[config.mk]
export PLATFORM = sky130hd
export DESIGN_NAME = sorted_event_time_list_top
export DESIGN_NICKNAME = d
export VERILOG_FILES = /design/src/rtl/setl_pkg.sv /design/src/rtl/setl_cell.sv /design/src/rtl/sorted_event_time_list_top.sv
export SDC_FILE = /design/constraint.sdc
export NUM_CORES = 1
export LEC_CHECK = 0
export BUFFER_PORTS_ARGS = -buffer_cell sky130_fd_sc_hd__buf_4
export CELL_PAD_IN_SITES_DETAIL_PLACEMENT = 0
export CELL_PAD_IN_SITES_GLOBAL_PLACEMENT = 2
export CORE_ASPECT_RATIO = 0.8
export CORE_UTILIZATION = 41
export DETAILED_ROUTE_END_ITERATION = 7
export PLACE_DENSITY_LB_ADDON = 0.1
export SETUP_SLACK_MARGIN = 0.4
export SLEW_MARGIN = 20
export SYNTH_ARGS = -nofsm -noshare
export SYNTH_HDL_FRONTEND = slang
export SYNTH_SLANG_ARGS = --single-unit
[constraint.sdc]
create_clock -name clk -period 10.36 [get_ports clk]
set_input_delay 1.554 -clock clk [delete_from_list [all_inputs] [get_ports clk]]
set_output_delay 1.554 -clock clk [all_outputs]
set_load 0.1 [all_outputs]
[src/rtl/setl_pkg.sv]
// Package for the sorted event time list: types, codes, constants and the key function.
// Used by setl_cell, sorted_event_time_list_top and setl_chk; it depends on nothing.
package setl_pkg;

  localparam int CAPACITY_DEF     = 8;
  localparam int MINUTES_PER_HOUR = 60;

  localparam int KIND_W   = 2;
  localparam int HOUR_W   = 5;
  localparam int MINUTE_W = 6;
  localparam int TAG_W    = 32;
  localparam int SLOT_W   = 3;
  localparam int STATUS_W = 2;
  localparam int COUNT_W  = 4;
  localparam int KEY_W    = 11;  // 31*60+63 fits

  localparam int IN_TDATA_W  = 48;
  localparam int OUT_TDATA_W = 56;

  typedef enum logic [KIND_W-1:0] {
    KIND_INSERT = 2'd0,
    KIND_DELETE = 2'd1,
    KIND_READ   = 2'd2,
    KIND_READ_ALT = 2'd3
  } kind_t;

  typedef enum logic [STATUS_W-1:0] {
    STATUS_OK       = 2'd0,
    STATUS_FULL     = 2'd1,
    STATUS_BAD_SLOT = 2'd2
  } status_t;

  typedef struct packed {
    logic [HOUR_W-1:0]   hour;
    logic [MINUTE_W-1:0] minute;
    logic [TAG_W-1:0]    tag;
  } entry_t;

  // What a cell tells its neighbors about itself
  typedef struct packed {
    logic occ;  // holds an entry
    logic le;   // holds an entry whose key is at or below the new key
    logic gt;   // holds an entry whose key is above the new key
  } cell_stat_t;

  // Operation broadcast to every cell
  typedef struct packed {
    logic               ins_en;
    logic               del_en;
    logic [SLOT_W-1:0]  idx;
    logic [KEY_W-1:0]   key;
    entry_t             ent;
  } cell_op_t;

  function automatic logic [KEY_W-1:0] time_key(input logic [HOUR_W-1:0] hour,
                                                input logic [MINUTE_W-1:0] minute);
    time_key = KEY_W'(hour) * KEY_W'(MINUTES_PER_HOUR) + KEY_W'(minute);
  endfunction

endpackage

[src/rtl/setl_cell.sv]
// One position of the sorted list: holds an entry and its occupied bit.
// Shifts up from the left neighbor on insert, down from the right one on delete. Uses setl_pkg.
module setl_cell #(
  parameter int IDX = 0
) (
  input  logic                  clk,
  input  logic                  rst_n,
  input  setl_pkg::cell_op_t    op,
  input  setl_pkg::cell_stat_t  left_stat,
  input  setl_pkg::entry_t      left_ent,
  input  setl_pkg::cell_stat_t  right_stat,
  input  setl_pkg::entry_t      right_ent,
  output setl_pkg::cell_stat_t  stat,
  output setl_pkg::entry_t      ent,
  output logic                  new_here
);

  setl_pkg::entry_t ent_r, ent_nxt;
  logic             occ_r, occ_nxt;
  logic             gt;
  logic             at_or_after_idx;

  assign gt              = occ_r && (setl_pkg::time_key(ent_r.hour, ent_r.minute) > op.key);
  assign stat.occ        = occ_r;
  assign stat.gt         = gt;
  assign stat.le         = occ_r && !gt;
  assign ent             = ent_r;
  assign new_here        = left_stat.le && !(occ_r && !gt);
  assign at_or_after_idx = (IDX >= int'(op.idx));

  always_comb begin
    ent_nxt = ent_r;
    occ_nxt = occ_r;
    if (op.ins_en) begin
      if (left_stat.gt) begin
        ent_nxt = left_ent;
      end else if (new_here) begin
        ent_nxt = op.ent;
      end
      occ_nxt = occ_r | left_stat.occ;
    end else if (op.del_en && at_or_after_idx) begin
      // close the gap: take the right neighbor
      ent_nxt = right_ent;
      occ_nxt = right_stat.occ;
    end
  end

  always_ff @(posedge clk) begin
    if (!rst_n) begin
      occ_r <= 1'b0;
    end else begin
      occ_r <= occ_nxt;
    end
  end

  always_ff @(posedge clk) begin
    ent_r <= ent_nxt;
  end

endmodule

[src/rtl/sorted_event_time_list_top.sv]
// Top level of the sorted event time list: a chain of setl_cell, the entry count,
// the operation decode and the result register. Uses setl_pkg and setl_cell.
//
// channel | dir | tdata (low bit first)                       | tuser
// in_     | in  | hour 5, minute 6, tag 32, slot_index 3        | kind 2
// out_    | out | slot 3, hour 5, minute 6, tag 32, count 4     | status 2
//
// Every accepted beat is applied to the cell chain at once; its result sits in the output register
// on the next cycle, so one beat per cycle is sustained while results are taken.
// All cells compare their key to the new one and shift at once; the read mux picks one cell.
// rst_n (synchronous) empties the list and drops any pending result.
// A stalled result holds; in_tready stays high as long as the result is taken that cycle.
module sorted_event_time_list_top #(
  parameter int CAPACITY = setl_pkg::CAPACITY_DEF
) (
  input  logic                               clk,
  input  logic                               rst_n,
  input  logic                               in_tvalid,
  output logic                               in_tready,
  input  logic [setl_pkg::IN_TDATA_W-1:0]    in_tdata,   // hour, minute, tag, slot_index
  input  logic [setl_pkg::KIND_W-1:0]        in_tuser,   // kind
  output logic                               out_tvalid,
  input  logic                               out_tready,
  output logic [setl_pkg::OUT_TDATA_W-1:0]   out_tdata,  // slot, hour, minute, tag, count
  output logic [setl_pkg::STATUS_W-1:0]      out_tuser   // status
);

  localparam int CW = $clog2(CAPACITY + 1);
  localparam int PW = $clog2(CAPACITY);
  localparam int XW = (CW > setl_pkg::COUNT_W) ? CW : setl_pkg::COUNT_W;
  localparam int RN = (CAPACITY < 8) ? CAPACITY : 8;

  // input fields
  logic [setl_pkg::HOUR_W-1:0]   in_hour;
  logic [setl_pkg::MINUTE_W-1:0] in_minute;
  logic [setl_pkg::TAG_W-1:0]    in_tag;
  logic [setl_pkg::SLOT_W-1:0]   in_slot;
  setl_pkg::kind_t               in_kind;

  assign in_hour   = in_tdata[4:0];
  assign in_minute = in_tdata[10:5];
  assign in_tag    = in_tdata[42:11];
  assign in_slot   = in_tdata[45:43];
  assign in_kind   = setl_pkg::kind_t'(in_tuser);

  logic accept;
  logic is_ins, is_del;
  logic full, bad_slot;
  logic [CW-1:0] count_r, count_nxt;
  logic out_valid_r, out_valid_nxt;

  setl_pkg::cell_op_t   op;
  setl_pkg::cell_stat_t stat_w [CAPACITY];
  setl_pkg::entry_t     ent_w  [CAPACITY];
  logic [CAPACITY-1:0]  new_w;
  setl_pkg::cell_stat_t edge_left, edge_right;

  assign in_tready = !out_valid_r || out_tready;
  assign accept    = in_tvalid && in_tready;

  always_comb begin
    is_ins = 1'b0;
    is_del = 1'b0;
    unique case (in_kind)
      setl_pkg::KIND_INSERT: is_ins = 1'b1;
      setl_pkg::KIND_DELETE: is_del = 1'b1;
      default:               ;
    endcase
  end

  assign full     = (count_r == CW'(CAPACITY));
  assign bad_slot = (XW'(in_slot) >= XW'(count_r));

  assign op.ins_en     = accept && is_ins && !full;
  assign op.del_en     = accept && is_del && !bad_slot;
  assign op.idx        = in_slot;
  assign op.key        = setl_pkg::time_key(in_hour, in_minute);
  assign op.ent.hour   = in_hour;
  assign op.ent.minute = in_minute;
  assign op.ent.tag    = in_tag;

  // chain boundaries: a full-and-lower entry on the left, an empty cell on the right
  assign edge_left  = '{occ: 1'b1, le: 1'b1, gt: 1'b0};
  assign edge_right = '{occ: 1'b0, le: 1'b0, gt: 1'b0};

  for (genvar i = 0; i < CAPACITY; i++) begin : g_cell
    setl_pkg::cell_stat_t ls, rs;
    setl_pkg::entry_t     le_ent, re_ent;
    if (i == 0) begin : g_first
      assign ls     = edge_left;
      assign le_ent = '0;
    end else begin : g_mid_l
      assign ls     = stat_w[i-1];
      assign le_ent = ent_w[i-1];
    end
    if (i == CAPACITY - 1) begin : g_last
      assign rs     = edge_right;
      assign re_ent = '0;
    end else begin : g_mid_r
      assign rs     = stat_w[i+1];
      assign re_ent = ent_w[i+1];
    end
    setl_cell #(.IDX(i)) u_cell (
      .clk        (clk),
      .rst_n      (rst_n),
      .op         (op),
      .left_stat  (ls),
      .left_ent   (le_ent),
      .right_stat (rs),
      .right_ent  (re_ent),
      .stat       (stat_w[i]),
      .ent        (ent_w[i]),
      .new_here   (new_w[i])
    );
  end

  // insert position: the one cell that takes the new entry
  logic [PW-1:0] ins_pos;
  always_comb begin
    ins_pos = '0;
    for (int i = 0; i < CAPACITY; i++) begin
      if (new_w[i]) begin
        ins_pos = ins_pos | PW'(i);
      end
    end
  end

  setl_pkg::entry_t rd_ent;
  always_comb begin
    rd_ent = '0;
    for (int i = 0; i < RN; i++) begin
      if (in_slot == setl_pkg::SLOT_W'(i)) begin
        rd_ent = ent_w[i];
      end
    end
  end

  always_comb begin
    count_nxt = count_r;
    if (op.ins_en) begin
      count_nxt = count_r + CW'(1);
    end else if (op.del_en) begin
      count_nxt = count_r - CW'(1);
    end
  end

  always_ff @(posedge clk) begin
    if (!rst_n) begin
      count_r <= '0;
    end else begin
      count_r <= count_nxt;
    end
  end

  // result register
  logic [setl_pkg::OUT_TDATA_W-1:0]    out_data_r, out_data_nxt;
  setl_pkg::status_t                   out_status_r, out_status_nxt;
  logic [XW-1:0]                       pos_x, cnt_x;
  logic [setl_pkg::SLOT_W-1:0]         res_slot;
  setl_pkg::entry_t                    res_ent;

  assign pos_x = XW'(ins_pos);
  assign cnt_x = XW'(count_nxt);

  always_comb begin
    out_status_nxt = setl_pkg::STATUS_OK;
    res_slot       = in_slot;
    res_ent        = '0;
    if (is_ins) begin
      if (full) begin
        out_status_nxt = setl_pkg::STATUS_FULL;
        res_slot       = '0;
      end else begin
        res_slot = pos_x[setl_pkg::SLOT_W-1:0];
      end
    end else if (bad_slot) begin
      out_status_nxt = setl_pkg::STATUS_BAD_SLOT;
    end else begin
      res_ent = rd_ent;
    end
    out_data_nxt = {6'd0, cnt_x[setl_pkg::COUNT_W-1:0], res_ent.tag, res_ent.minute,
                    res_ent.hour, res_slot};
  end

  always_comb begin
    out_valid_nxt = out_valid_r;
    if (accept) begin
      out_valid_nxt = 1'b1;
    end else if (out_tready) begin
      out_valid_nxt = 1'b0;
    end
  end

  always_ff @(posedge clk) begin
    if (!rst_n) begin
      out_valid_r <= 1'b0;
    end else begin
      out_valid_r <= out_valid_nxt;
    end
  end

  always_ff @(posedge clk) begin
    if (accept) begin
      out_data_r   <= out_data_nxt;
      out_status_r <= out_status_nxt;
    end
  end

  assign out_tvalid = out_valid_r;
  assign out_tdata  = out_data_r;
  assign out_tuser  = out_status_r;

endmodule

==> results.md <==
Status:
- The flow ran to the end, and the final reports show no timing, DRC or antenna violations.

Route:
- For this run, the detailed router's first-pass iteration total came to 6.
- For this block, the initial DRC count from the detailed router was 2056.
- After detailed routing, the number of remaining DRC violations is 0.
- The total via count after detailed routing is 24563.
- For this block, the routed nets add up to 98390 um of wire.
- The detail route stage leaves a number of antenna-violating nets equal to 0.
- Dividing the detail-routed via count by the number of cells gives 5.700.
- Dividing the detail-routed wire length by the instance count gives 22.83 um.

STA:
- Setup violations remaining at the end of the flow were counted as 0.
- The final setup skew is 12.45 ps.
- At the pin with the least slew margin, the transition time is 1200 ps.
- The post-route fraction of the period consumed by the critical path is 77.87%.
- Setup repair after global routing left no endpoint under its margin.
- Headroom to the max-slew limit came out at 19.65%.
- The highest attainable clock frequency is 124.0 MHz.
- The summed negative setup slack over all endpoints is 0 ps.
- The clock period minus worst slack is 8067 ps.
- The number of endpoints with negative hold slack in the final report is 0.
- The number of max-slew violations in the final report is 0.

Critical path:
- The worst register-to-register path begins at g_cell[6].u_cell.ent[39].
- Along the worst path, the maximum fanout reaches 35.
- For the worst setup path, the data arrival time is 8290 ps.
- Counting cells, the worst reg-to-reg path comes to 19.
- The data required time at the worst endpoint is 10580 ps.
- The worst setup path is captured at a register.
- The setup slack on the worst flop-to-flop path is 3500 ps.
- The kind of critical path is input port to register.
- The worst setup path is launched from an input port.
- Tracing the worst setup path back leads to its startpoint at in_tdata[0].
- The endpoint of the most critical register-to-register path is g_cell[7].u_cell.ent[23].

Worst hold path:
- The end of the worst hold path is g_cell[7].u_cell.occ_r.
- The worst hold path was traced through 2 stages.
- The type of the most critical hold path is register to register.
- The startpoint identified for the worst hold timing path is g_cell[7].u_cell.occ_r.

Global routing:
- The number of global-route vias before repair is 23564.
- The total congestion overflow after global routing is 0.
- The number of antenna violations at the first check in global routing is 5.
- The first-pass GRT wire length is 148200 um.
- The pin count of the biggest net entering global routing is 197.
- The overall track demand over capacity in global routing is 24.87%.

Finish:
- In the layout the commonest cells are sky130_fd_sc_hd__nand2_1 (460), sky130_fd_sc_hd__edfxtp_1 (396), sky130_fd_sc_hd__mux2i_1 (327).
- The sequential cell area is 12150 um^2.
- After filler insertion, the fill cell instance count of the layout stands at 7228.
- In the final layout, the multi-input gates occupy 17450 um^2.
- The antenna diode instance count is 0.
- The area growth from synthesis to final layout is 8.989%.
- Leaving out fill and tap cells, the most frequent cell in the layout is sky130_fd_sc_hd__nand2_1.
- The final instance area is 34320 um^2.
- The net count of the finished layout is 3611.
- The share of post-route cells with drive strength above 1 is 7.795%.
- At the end of the flow the core is filled with cells to 45.35%.

Flow run:
- The max-capacitance violation count is 0.

Clock tree:
- The number of sinks handled by clock tree synthesis is 409.
- The number of buffers created by CTS is 45.
- After clock tree synthesis, the setup repair step added 0 buffers.
- Clock-pin slew was measured on the worst setup and hold paths at 60 ps.
- The CTS tree is yes.
- Counting along the longest clock path gives a buffer depth of 3.
- The post-cts sizing count is 0.
- The H-tree depth is 2.
- The cts-stage hold buffer count is 0.
- The clock latency on the worst-skew pair is 600 ps.
- The cell at the root of the clock tree is sky130_fd_sc_hd__clkbuf_16.

Floorplan:
- The vertical die dimension is 249.9 um.
- In this run the standard cell core region covers 75670 um^2.
- In this run the count of I/O pins placed on the die edge is 114.
- Row generation in the floorplan step produced 90 rows.
- The initial core utilization is 41.61%.
- The overall die area is 77910 um^2.
- The horizontal die dimension is 311.8 um.

Pwr:
- The total leakage power is 14.35 nW.
- In this run, the clock network consumes 27.6% of the power.
- The internal power is 0.003495 W.
- Of the total power, the share spent switching nets is 37.74%.
- Per report_power, the combinational group accounts for 37.8% of the total.
- The worst IR drop on VDD is 0.1067 mV.
- In this run the power spent charging and discharging nets is 0.002119 W.
- Dividing total power by cell area gives a power density of 163.6 nW/um^2.
- Per report_power, the sequential group accounts for 34.6% of the total.

Placed design:
- Detailed placement finished with a half-perimeter wire length of 64210 um.
- Summing all placed instances gives a cell area of 32950 um^2.
- At the end of routability-driven placement, the weighted congestion stood at 0.8669.
- In this run the tool buffered the top-level ports with 105 buffer cells.

Yosys:
- The count of synthesis-stage warnings from yosys is 0.
- In this run, synthesis produced a sequential element count of 409.
- The number of flops mapped to enable cells by yosys is 396.
- After synthesis, flip-flops and latches occupy 38.59% of the total area.
- The most used flip-flop cell after synthesis is sky130_fd_sc_hd__edfxtp_1.
- In the synthesized netlist the async set-or-reset flop fraction comes to 0%.
- The unique cell type count in the Yosys netlist is 90.
- Dividing the synthesized area by the synthesized cell count gives 9.558 um^2.
- The post-synthesis cell area is 31490 um^2.
- The synthesized instance count is 3294.
-- worst max-delay path by stage --
stage | end | depth (start not counted) | slack (ps)
2_1_floorplan | g_cell[5].u_cell.ent[0] | 17 | 1180
3_3_place_gp | g_cell[7].u_cell.ent[8] | 19 | 1770
3_5_place_dp | g_cell[7].u_cell.ent[8] | 19 | 1720
4_1_cts | g_cell[7].u_cell.ent[13] | 19 | 2350
5_1_grt | g_cell[1].u_cell.ent[30] | 21 | 2070
6_report | g_cell[6].u_cell.ent[23] | 20 | 2290
-- cell type report --
type | count | area share [%]
clock buffers | 68 | 3.741
clock inverters | 11 | 0.2334
inverters | 250 | 2.735
multi-input cells | 2412 | 50.84
flip-flops and latches | 409 | 35.41
well taps | 1012 | 3.690
repair buffers | 147 | 3.347
-- critical path, cell delays in order --
cell and delay, ps:
sky130_fd_sc_hd__buf_4 190, sky130_fd_sc_hd__fa_1 590, sky130_fd_sc_hd__inv_1 60, sky130_fd_sc_hd__fa_1 480
sky130_fd_sc_hd__fa_1 500, sky130_fd_sc_hd__inv_1 50, sky130_fd_sc_hd__ha_1 330, sky130_fd_sc_hd__o2bb2ai_1 350
sky130_fd_sc_hd__xor2_1 660, sky130_fd_sc_hd__buf_4 360, sky130_fd_sc_hd__ha_1 220, sky130_fd_sc_hd__a211o_1 160
sky130_fd_sc_hd__o221ai_1 110, sky130_fd_sc_hd__a21oi_1 260, sky130_fd_sc_hd__a211oi_1 110, sky130_fd_sc_hd__o31ai_2 240
sky130_fd_sc_hd__o211ai_1 530, sky130_fd_sc_hd__and3_1 430, sky130_fd_sc_hd__o21ai_4 340, sky130_fd_sc_hd__buf_4 680
-- power groups by stage --
stage / logic [W] / registers [W] / clock network, W
floorplan: 0.00138 / 0.00208 / 0
global placement: 0.00204 / 0.00198 / 0
detailed placement: 0.00209 / 0.00198 / 0
CTS: 0.00210 / 0.00194 / 0.00159
global route: 0.00232 / 0.00195 / 0.00165
finish: 0.00212 / 0.00194 / 0.00155
-- registers in the layout, summed over array words and instances (netlist names) --
signal               flops
g_cell.u_cell.ent      344
out_tdata               50
g_cell.u_cell.occ_r      8
count_r                  4
out_tuser                2
out_tvalid               1
-- per-stage QoR --
step | power (W) | worst slack (ps) | hold WS [ps] | instances
after detailed placement | 0.004072 | 1721 | 527.8 | 4230
after global routing | 0.005914 | 2065 | 557.5 | 4309
after global placement | 0.004012 | 1774 | 512.4 | 4230
after CTS | 0.005641 | 2346 | 547.8 | 4309
final | 0.005614 | 2293 | 543.7 | 4309
after floorplan | 0.003459 | 1178 | 488.4 | 3299
-- synthesized netlist by cell type, types with 8 or more instances --
cell                        count  area (um^2)
sky130_fd_sc_hd__nor2_1       143        536.8
sky130_fd_sc_hd__buf_6         25        281.5
sky130_fd_sc_hd__mux2i_1      327         3273
sky130_fd_sc_hd__ha_1         220         2753
sky130_fd_sc_hd__a2111oi_0     12        105.1
sky130_fd_sc_hd__xor2_1        27        236.5
sky130_fd_sc_hd__o21ai_1      253         1266
sky130_fd_sc_hd__inv_1        250        938.4
sky130_fd_sc_hd__edfxtp_1     396        11890
sky130_fd_sc_hd__dfxtp_1       13        260.3
sky130_fd_sc_hd__and2_1         9        56.30
sky130_fd_sc_hd__o21ai_0       79        395.4
sky130_fd_sc_hd__nand2b_1      22        137.6
sky130_fd_sc_hd__fa_1          72         1441
sky130_fd_sc_hd__o31ai_1       11        82.58
sky130_fd_sc_hd__nand3_1       22        110.1
sky130_fd_sc_hd__a21oi_1      205         1026
sky130_fd_sc_hd__nand4_1       20        125.1
sky130_fd_sc_hd__nand2_1      462         1734
sky130_fd_sc_hd__buf_1         11        41.29
sky130_fd_sc_hd__nor2b_1       68        425.4
sky130_fd_sc_hd__a31oi_1        9        56.30
sky130_fd_sc_hd__a211oi_1      58        435.4
sky130_fd_sc_hd__o211ai_1      11        82.58
sky130_fd_sc_hd__nor3b_1        8        60.06
sky130_fd_sc_hd__clkbuf_1     175        656.9
sky130_fd_sc_hd__and3_1         8        50.05
sky130_fd_sc_hd__o21a_1        21        157.7
sky130_fd_sc_hd__nor3_1        52        260.3
sky130_fd_sc_hd__a221oi_1       9        78.83
sky130_fd_sc_hd__a22o_1        39        341.6
sky130_fd_sc_hd__o22ai_1       36        225.2
sky130_fd_sc_hd__xnor2_1       64        560.5
sky130_fd_sc_hd__buf_4         14        105.1
sky130_fd_sc_hd__a21o_1        17        127.6
-- logic make-up after synthesis --
family,count (synthesis),synth area share [%]
xor+xnor,94,2.706
simple gates,857,12.24
mux,330,10.50
other cells,1,0.01191
buf+inv,478,6.474
compound gates,830,16.04
flops,409,38.59
fa+ha+maj,295,13.43
-- layer usage --
| layer | global-route usage, % | up-vias | part of all wire, % |
|---|---|---|---|
| met5 | 0 | - | 0.037 |
| met2 | 37.13 | 733 | 43 |
| met1 | 37.32 | 12026 | 49 |
| met3 | 4.437 | 104 | 6.6 |
| met4 | 5.084 | 6 | 1.8 |
| li1 | - | 11694 | - |
Note: power is estimated with default switching activity, not from simulation.
